--- config.mk ---
export PLATFORM = sky130hd
export DESIGN_NAME = bfpa_ram
export DESIGN_NICKNAME = d
export VERILOG_FILES = /design/src/design/bfpa_ram.sv
export SDC_FILE = /design/constraint.sdc
export NUM_CORES = 1
export LEC_CHECK = 0
export BUFFER_PORTS_ARGS = -buffer_cell sky130_fd_sc_hd__clkbuf_2
export CELL_PAD_IN_SITES_DETAIL_PLACEMENT = 0
export CELL_PAD_IN_SITES_GLOBAL_PLACEMENT = 1
export CORE_UTILIZATION = 53
export DETAILED_ROUTE_END_ITERATION = 10
export PLACE_DENSITY = 0.88
export SETUP_SLACK_MARGIN = 0.15
export SLEW_MARGIN = 20
export SYNTH_ARGS = -nofsm -noshare
export SYNTH_HDL_FRONTEND = slang
export SYNTH_SLANG_ARGS = --single-unit
--- constraint.sdc ---
create_clock -name clk -period 3.99 [get_ports clk]
set_input_delay 0.798 -clock clk [delete_from_list [all_inputs] [get_ports clk]]
set_output_delay 0.798 -clock clk [all_outputs]
set_load 0.01 [all_outputs]
--- src/design/bfpa_ram.sv ---
// Generic single-write, single-read RAM with registered read data (read-first).
module bfpa_ram #(
	parameter int W = 8,
	parameter int D = 16
) (
	input  logic                 clk,
	input  logic                 we,
	input  logic [$clog2(D)-1:0] waddr,
	input  logic [W-1:0]         wdata,
	input  logic [$clog2(D)-1:0] raddr,
	output logic [W-1:0]         rdata
);
	logic [W-1:0] mem [D];

	always_ff @(posedge clk) begin
		if (we) begin
			mem[waddr] <= wdata;
		end
		rdata <= mem[raddr];
	end
endmodule

==> metrics.txt, run 1 <==
Crit-path slowest cell mux4_1; RSZ-0062 raised after global routing false; nets@finish roughly 280; Reg2Reg Setup Slack around 2600 ps; core box area around 9300 um^2; Core Rows 35; Comb pwr share roughly 4.5%; Max-Cap Viols 0; crit path DAT between 2000 and 2500 ps; net count after synthesis between 200 and 250; CTS Buf Count 17; final non-filler cell total ~410; most common cell after layout, fill and taps aside edfxtp_1; cell total after placement approximately 380; via count between 2,000 and 2,500; Sw Share a little over a fifth; PortBufs 25; leakage 1.967 nW; Ys Warns 0; Final GP Congestion just over 0.7; Pwr Density ~530 nW/um^2; Clk Latency, worst-skew pair ~520 ps; total grt overflow 0; DP HPWL about 5.8 mm; pre-CTS WS 1360 ps; startpoint types input pin; Final Slew Violations 0; Seq cells post-synth between 100 and 150; crit-path max FO 27; sequential share of the synthesized area between 70 and 80%; cts hold-fix bufs 0; Clock power frac a little over two fifths; Slew headroom roughly 28%; Cell Chain, Critical Path clkbuf_2 -> buf_4 -> mux4_1 -> a22oi_1 -> nand2_1; DR vias/cell between 5 and 6; H-tree Lvls 4; Crit. End Element flop; DIE WIDTH a little over 100 um; Hold Crit Class reg -> reg; First-pass DRT Iterations 5; drt total wl between 9 and 10 mm; Cell variety after synth 19; clock-pin slew on the worst setup and hold paths roughly 60 ps; # DRC 0; Final Hold Fails 0; critical path's largest stage delay 620 ps; final worst-path cycle share just over 50%; DR iter-0 viols approximately 260; antenna-violating nets left 0; FF/Latch Area 4004 um^2; postcts setup bufs 0; maximum clock rate between 0.4 and 0.5 GHz; share of cells above drive strength 1 27.96%; root buf cell clkbuf_8; Syn Inst Count 229; multi-input logic area approximately 1100 um^2; WP data required approximately 4400 ps; most frequent cells in the layout edfxtp_1 (128), clkbuf_2 (25), mux4_2 (18); crit path time final slightly above 2000 ps; fillers approximately 620; Max IR drop VDD about 0.36 mV; Clock Sinks approximately 140; global-route wire length before repair 14.28 mm; per-cell routed wire length between 20 and 25 um; Max clock buf depth 2; internal power 2.470 mW; Fin Setup TNS 0 ps; Avg Inst Size Synth 22.48 um^2; CTS tree yes; # diodes 0; I/O pins 26; final clock skew just under 5 ps; vias in the first global route between 2,000 and 2,500; status completed; NetSw between 0.6 and 0.7 mW; pin count of the biggest net entering global routing 33; Initial Util a little under three fifths; post_cts resized 0; initial antenna violation count 0; WS Path Type in -> reg; P&R area growth vs syn 14.78%; total track usage a little over a fifth; final setup margin approximately 1900 ps; final setup fails 0; power share of the sequential group between 50% and 60%; synthesized area between 5000 and 6000 um^2; chip height ~100 um; worst slew pin tran roughly 1100 ps; Die Area around 10,000 um^2
-- power by group through the flow --
stage / Combinational, mW / Sequential (mW) / Clock [mW]
after floorplan: 0.0811 / 1.64 / 0
after global placement: 0.136 / 1.64 / 0
after detailed placement: 0.142 / 1.64 / 0
after CTS: 0.142 / 1.61 / 1.39
after global routing: 0.153 / 1.61 / 1.44
final: 0.141 / 1.61 / 1.38
-- cells by family (layout without fill, tap and decap cells) --
group / count (synthesis) / in the layout / share of synthesized area (%)
AOI/OAI and AO/OA: 16 / 16 / 2.334
buffers and inverters: 10 / 60 / 1.677
DFF: 136 / 136 / 77.78
muxes: 32 / 32 / 15.02
and+or+nand+nor: 35 / 35 / 3.184
-- Yosys cell counts --
library cell | count | area (um^2)
clkdlybuf4s25_2 | 3 | 30.03
dfxtp_1 | 8 | 160.2
or3b_2 | 1 | 8.760
nand2b_1 | 2 | 12.51
nor3_1 | 4 | 20.02
nor2_1 | 13 | 48.80
a22oi_1 | 16 | 120.1
buf_4 | 1 | 7.510
nor2b_1 | 1 | 6.260
edfxtp_1 | 128 | 3844
mux4_1 | 14 | 367.9
buf_6 | 3 | 33.78
nand2_1 | 9 | 33.78
nand3_1 | 1 | 5.000
mux4_2 | 18 | 405.4
and2b_1 | 1 | 7.510
nand3b_1 | 2 | 15.01
buf_2 | 3 | 15.01
and2_1 | 1 | 6.260
-- flip-flops by register name, summed over array words and instances (netlist names) --
| register | cells |
|---|---|
| rdata | 8 |
| mem | 128 |
-- metrics by stage --
stage	util, %	hold slack (ps)	power (mW)	cell area, um^2
3_3_place_gp	57.68	651.6	1.772	5380
2_1_floorplan	-	629.3	1.719	5147
6_report	63.34	671.7	3.125	5908
4_1_cts	63.34	674.7	3.138	5908
5_1_grt	63.34	698.2	3.207	5908
3_5_place_dp	57.68	654.1	1.780	5380
-- area by class of cell --
class                   count  area share, %
repair buffers             28          2.499
clock buffers              18          7.073
well taps                 129          2.732
flip-flops and latches    136          67.77
clock inverters            14          1.864
multi-input cells          83          18.06
-- final timing paths --
| path | startpoint | to | cells past startpoint |
|---|---|---|---|
| max reg2reg | mem[4][1] | rdata[1] | 3 |
| min | mem[15][5] | rdata[5] | 3 |
| min reg2reg | mem[15][5] | rdata[5] | 3 |
| max | raddr[0] | rdata[5] | 5 |
-- critical path: cells and delay by family --
kind	cells	cell delay, ps
buffers and inverters	2	680
muxes	1	620
AOI/OAI and AO/OA	1	280
and+or+nand+nor	1	80
-- metal layers --
metal / wire length, um / track usage, % / up-vias / part of all wire, %
li1: - / - / 1048 / -
met1: 4158 / 29.74 / 1238 / 44
met2: 4589 / 31.45 / 115 / 48
met3: 562 / 6.241 / 14 / 5.9
met4: 151 / 8.696 / 0 / 1.6
met5: 0 / 0 / - / 0
Note: power is estimated with default switching activity, not from simulation.
==> run 2: changes to the inputs <==
Clock period 3.99 ns to 2 ns, I/O delays scaled along.
==> run 2 against run 1 <==
  * Clock power increased by 120%
  * Non-clock buffer count increased by 20
  * Critical path depth decreased by 4
  * Register-to-register slack got worse by 2000 ps
  * Clock skew decreased by 0.77 ps
  * Sequential share of layout area decreased by 2.5 points
  * Final cell count increased by 4.9%
  * Via count increased by 6.9%
  * Core utilization increased by 2.5 points
  * Count of clock-buffer cells in the layout unchanged
  * First-iteration DRC count decreased by 6.1%
  * Critical endpoint is now rdata[4]
  * Largest power group unchanged
==> metrics.txt, run 2 (synthesis gave the netlist of run 1 again) <==
Max IR drop VDD 0.5973 mV (+66%); total grt overflow 0 (unchanged); DP Area 5563 um^2 (+3.4%); Core Rows 35 (unchanged); CTS tree yes; leakage 2.102 nW (+6.9%); clock-pin slew on the worst setup and hold paths 60 ps (about the same); most frequent cells in the layout edfxtp_1 (128), clkbuf_2 (25), buf_4 (20); pin count of the biggest net entering global routing 33 (unchanged); M1 wire length 4.119 mm (-0.94%); crit path DAT 1020 ps (-1450 ps); CTS Buf Count 17 (unchanged); Die Area 10,110 um^2 (unchanged); Clock Sinks 136 (unchanged); final setup margin 577.3 ps (-1344 ps); Fin Setup TNS 0 ps (unchanged); vias in the first global route 2,629 (+11%); maximum clock rate about 0.7 GHz; nets@finish 304 (+7.0%); cts hold-fix bufs 0 (unchanged); Pwr Total 6.500 mW (+110%); worst path bufs/invs 1 (-1); DR vias/cell 6.030 (+1.9%); top flop regs mem: 128 flops, rdata: 8 flops; Clk Latency, worst-skew pair 510 ps (about the same); antenna-violating nets left 0 (unchanged); total track usage 23.30% (+2.2 points); crit path time final roughly 1400 ps; I/O pins 26 (unchanged); core box area 9328 um^2 (unchanged); CP Depth 1 (-4); WP data required 1600 ps (-2800 ps); Crit-path slowest cell dfxtp_1; Final GP Congestion 0.6959 (-2.4%); top routing layer in use met4; pre-CTS WS 196.9 ps (-1164 ps); cell total after placement 396 (+5.3%); most common cell after layout, fill and taps aside edfxtp_1; status completed; Slew headroom 71.52% (+44 points); critical path's largest stage delay 360 ps (-260 ps); initial antenna violation count 0 (unchanged); hold path depth 1 (-2); Reg2Reg Setup Slack 600 ps (-2040 ps); final setup fails 0 (unchanged); Crit. End Element output port; worst r2r path cells 3 (unchanged); met2 wire len 5.297 mm (+15%); First-pass DRT Iterations 5 (unchanged); Final Slew Violations 0 (unchanged); global-route wire length before repair 15.68 mm (+9.8%); startpoint types flop; largest register by flop count mem; # DRC 0 (unchanged); PortBufs 25 (unchanged); CP Launch Point rdata[4]; Initial Util 55.18% (unchanged); chip height 100.6 um (unchanged); worst slew pin tran 427.2 ps (-650.1 ps); Max-Cap Viols 0 (unchanged); DIE WIDTH 100.6 um (unchanged); Final Hold Fails 0 (unchanged); CP endpoint rdata[4]; final design utilization 65.81% (+2.5 points); DR iter-0 viols 246 (-6.1%); post-route cell area 6138 um^2 (+3.9%); met3 wire length 895 um (+59%); post_cts resized 0 (unchanged); H-tree Lvls 4 (unchanged); share of cells above drive strength 1 31.77% (+3.8 points); Hold Crit Class in -> reg; final non-filler cell total 428 (+4.9%); Pwr Density 1059 nW/um^2 (+100%); Largest delay share family, worst path flip-flops; final hold slack 293.9 ps (-377.9 ps); root buf cell clkbuf_8; RSZ-0062 raised after global routing false; per-cell routed wire length 24.54 um (+5.8%); final worst-path cycle share around 71%; worst reg2reg path startpoint mem[1][5]; via count 2,581 (+6.9%); crit-path max FO 1 (-96%); final clock skew 4.135 ps (-0.7727 ps); P&R area growth vs syn 19.25%; max reg flops 128 (unchanged); Cell Chain, Critical Path clkbuf_2; WS Path Type reg -> out; Max clock buf depth 2 (unchanged); postcts setup bufs 0 (unchanged); drt total wl 10.50 mm (+11%); reg2reg end rdata[5]; # diodes 0 (unchanged)
==> run 2: cell types whose count changed in the layout (fill, tap and decap cells not counted), sizes merged <==
cell	previous run	this run
buf	3	23
clkinv	9	7
bufinv	1	3
==> run 2: final cells by class <==
cell class / instances / area [um^2]
well taps: 129 / 161.4
repair buffers: 48 / 335.3
clock buffers: 18 / 417.9
fillers: 586 / 3189
clock inverters: 14 / 157.7
multi-input cells: 83 / 1062
flip-flops and latches: 136 / 4004
==> run 2: how the worst min path moves through the flow <==
stage / to / from
after global routing: mem[14][4] / wdata[4]
after floorplan: mem[0][0] / wdata[0]
after global placement: rdata[2] / mem[4][2]
final: mem[14][4] / wdata[4]
after CTS: mem[14][4] / wdata[4]
after detailed placement: rdata[5] / mem[11][5]
==> run 2: routing by layer <==
metal / vias to the layer above / GRT usage (%)
met5: - / 0
met4: 0 / 8.919
met3: 18 / 7.004
met2: 150 / 37.46
met1: 1330 / 30.32
li1: 1083 / -
==> run 2: where the power goes <==
part           total [mW]  switching (mW)  internal, mW  leakage [nW]
registers            3.21          0.0204          3.19          1.22
logic               0.310           0.176         0.134         0.611
clock network        2.98            1.10          1.88         0.267
==> run 3: changes to the inputs <==
Settings changed: CORE_UTILIZATION 53 to 48, PLACE_DENSITY 0.88 to 0.84.
Clock period 2 ns to 1.1 ns, I/O delays scaled along.
==> run 3 against run 2 <==
  * The flow now finishes with violations (negative setup slack)
  * Highest routed layer unchanged
  * Critical path type is now reg -> reg
  * Total power rose by 86%
  * Global-route usage down 3.3 points
  * Combinational power increased by 130%
  * First-iteration DRC count is 16% lower
  * Non-clock buffer count is 5 higher
==> metrics.txt, run 3 (synthesis gave the netlist of run 1 again) <==
Clk Latency, worst-skew pair 510 ps (about the same); final hold slack 130.5 ps (-163.4 ps); DR vias/cell 5.650 (-6.3%); most frequent cells in the layout edfxtp_1 (128), mux4_2 (32), buf_12 (19); root buf cell clkbuf_8; I/O pins 26 (unchanged); drt total wl 9.893 mm (-5.8%); leakage 2.166 nW (+3.1%); CP Launch Point mem[8][6]; final worst-path cycle share 118.2%; reg2reg end rdata[6]; global-route wire length before repair 15.31 mm (-2.3%); pin count of the biggest net entering global routing 20 (-39%); initial antenna violation count 0 (unchanged); total grt overflow 0 (unchanged); Max IR drop VDD 0.9601 mV (+61%); fillers 713 (+22%); Max clock buf depth 2 (unchanged); First-pass DRT Iterations 4 (-1); CP endpoint rdata[6]; postcts setup bufs 0 (unchanged); vias in the first global route 2,725 (+3.7%); final design utilization 63.21% (-2.6 points); Core Rows 37 (+5.7%); cts hold-fix bufs 0 (unchanged); PortBufs 25 (unchanged); FF/Latch Area 4009 um^2 (+0.12%); final clock skew 12.52 ps (+8.388 ps); antenna-violating nets left 0 (unchanged); Final Slew Violations 0 (unchanged); crit-path max FO 1 (unchanged); Pwr Total 12.08 mW (+86%); DP Area 5896 um^2 (+6.0%); H-tree Lvls 4 (unchanged); Slew headroom 36.95% (-35 points); startpoint types flop; clock-pin slew on the worst setup and hold paths 60 ps (about the same); Clock Sinks 136 (unchanged); Reg2Reg Setup Slack -200 ps (-800 ps); crit path DAT 1700 ps (+680 ps); Max-Cap Viols 0 (unchanged); max reg flops 128 (unchanged); most common cell after layout, fill and taps aside edfxtp_1; DIE WIDTH 105.6 um (+5.0%); worst reg2reg path startpoint mem[8][6]; Final GP Congestion 0.7647 (+9.9%); RSZ-0062 raised after global routing true; DP HPWL slightly above 6 mm; core box area 10,370 um^2 (+11%); total track usage 20.04% (-3.3 points); # DRC 0 (unchanged); WS Path Type reg -> reg; DR iter-0 viols 207 (-16%); nets@finish 309 (+1.6%); # diodes 0 (unchanged); P&R area growth vs syn 27.35%; status finished with violations; final setup fails 16 (+16); worst slew pin tran 942.3 ps (+515.2 ps); Initial Util 49.64% (-5.5 points); failing checks negative setup slack; CTS Buf Count 17 (unchanged); Hold Crit Class in -> reg; Final Hold Fails 0 (unchanged); WP data required 1500 ps (-100 ps); top flop regs mem: 128 flops, rdata: 8 flops; crit path time final between 1000 and 1500 ps; share of cells above drive strength 1 48.36% (+17 points); Die Area 11,140 um^2 (+10%); per-cell routed wire length 22.48 um (-8.4%); chip height 105.6 um (+5.0%); via count 2,486 (-3.7%); worst r2r path cells 3 (unchanged); post-route cell area 6555 um^2 (+6.8%); CTS tree yes; final setup margin -200.7 ps (-778.0 ps); largest register by flop count mem; Fin Setup TNS -1584 ps (-1584 ps); Pwr Density 1844 nW/um^2 (+74%); hold path depth 1 (unchanged); Crit. End Element flop; maximum clock rate between 0.7 and 0.8 GHz; multi-input logic area 1190 um^2 (+12%)
[run 3: per-layer routing]
| layer | track usage (%) | routed length, um | part of all wire [%] | up-vias |
|---|---|---|---|---|
| met2 | 33.41 | 5349 | 54 | 102 |
| met3 | 5.690 | 605 | 6.1 | 6 |
| met5 | 0 | 0 | 0 | - |
| met1 | 25.21 | 3889 | 39 | 1294 |
| met4 | 7.341 | 49 | 0.50 | 0 |
| li1 | - | - | - | 1084 |
[run 3: power by group]
group          internal, mW  total, mW  switching [mW]
Clock                  3.51       5.53            2.03
Sequential             5.80       5.84          0.0411
Combinational         0.343      0.710           0.367
[run 3: area by class of cell]
| cell class | count | share of cell area, % |
|---|---|---|
| Tap cell | 136 | 2.596 |
| Multi-Input combinational cell | 83 | 18.15 |
| Clock inverter | 12 | 2.329 |
| Clock buffer | 20 | 6.642 |
| Timing Repair Buffer | 53 | 9.124 |
| Sequential cell | 136 | 61.16 |
[run 3: worst max-delay path, cell delays in order, from the launching register on]
cell,delay [ps]
edfxtp_1,410
mux4_2,510
a22oi_1,190
nand2_1,80
[run 3: repair_timing]
action / 4_1_cts / 5_1_grt
setup endpoints to repair: 16 / 17
hold endpoints to repair: 0 / 0
gates resized for setup: 13 / 13
pin swaps: 6 / 4
[run 3: worst min-delay path by stage]
stage	start	endpoint	slack, ps
2_1_floorplan	wdata[0]	mem[0][0]	320
3_3_place_gp	rdata[3]	rdata[3]	610
3_5_place_dp	rdata[3]	rdata[3]	610
4_1_cts	wdata[7]	mem[7][7]	100
5_1_grt	wdata[2]	mem[14][2]	130
6_report	wdata[2]	mem[13][2]	130
[run 3: stage by stage]
| stage | cells | setup slack, ps |
|---|---|---|
| finish | 440 | -200.7 |
| global route | 440 | -251.8 |
| CTS | 440 | -182.7 |
| detailed placement | 408 | -551.9 |
| global placement | 408 | -534.9 |
| floorplan | 229 | -223.0 |
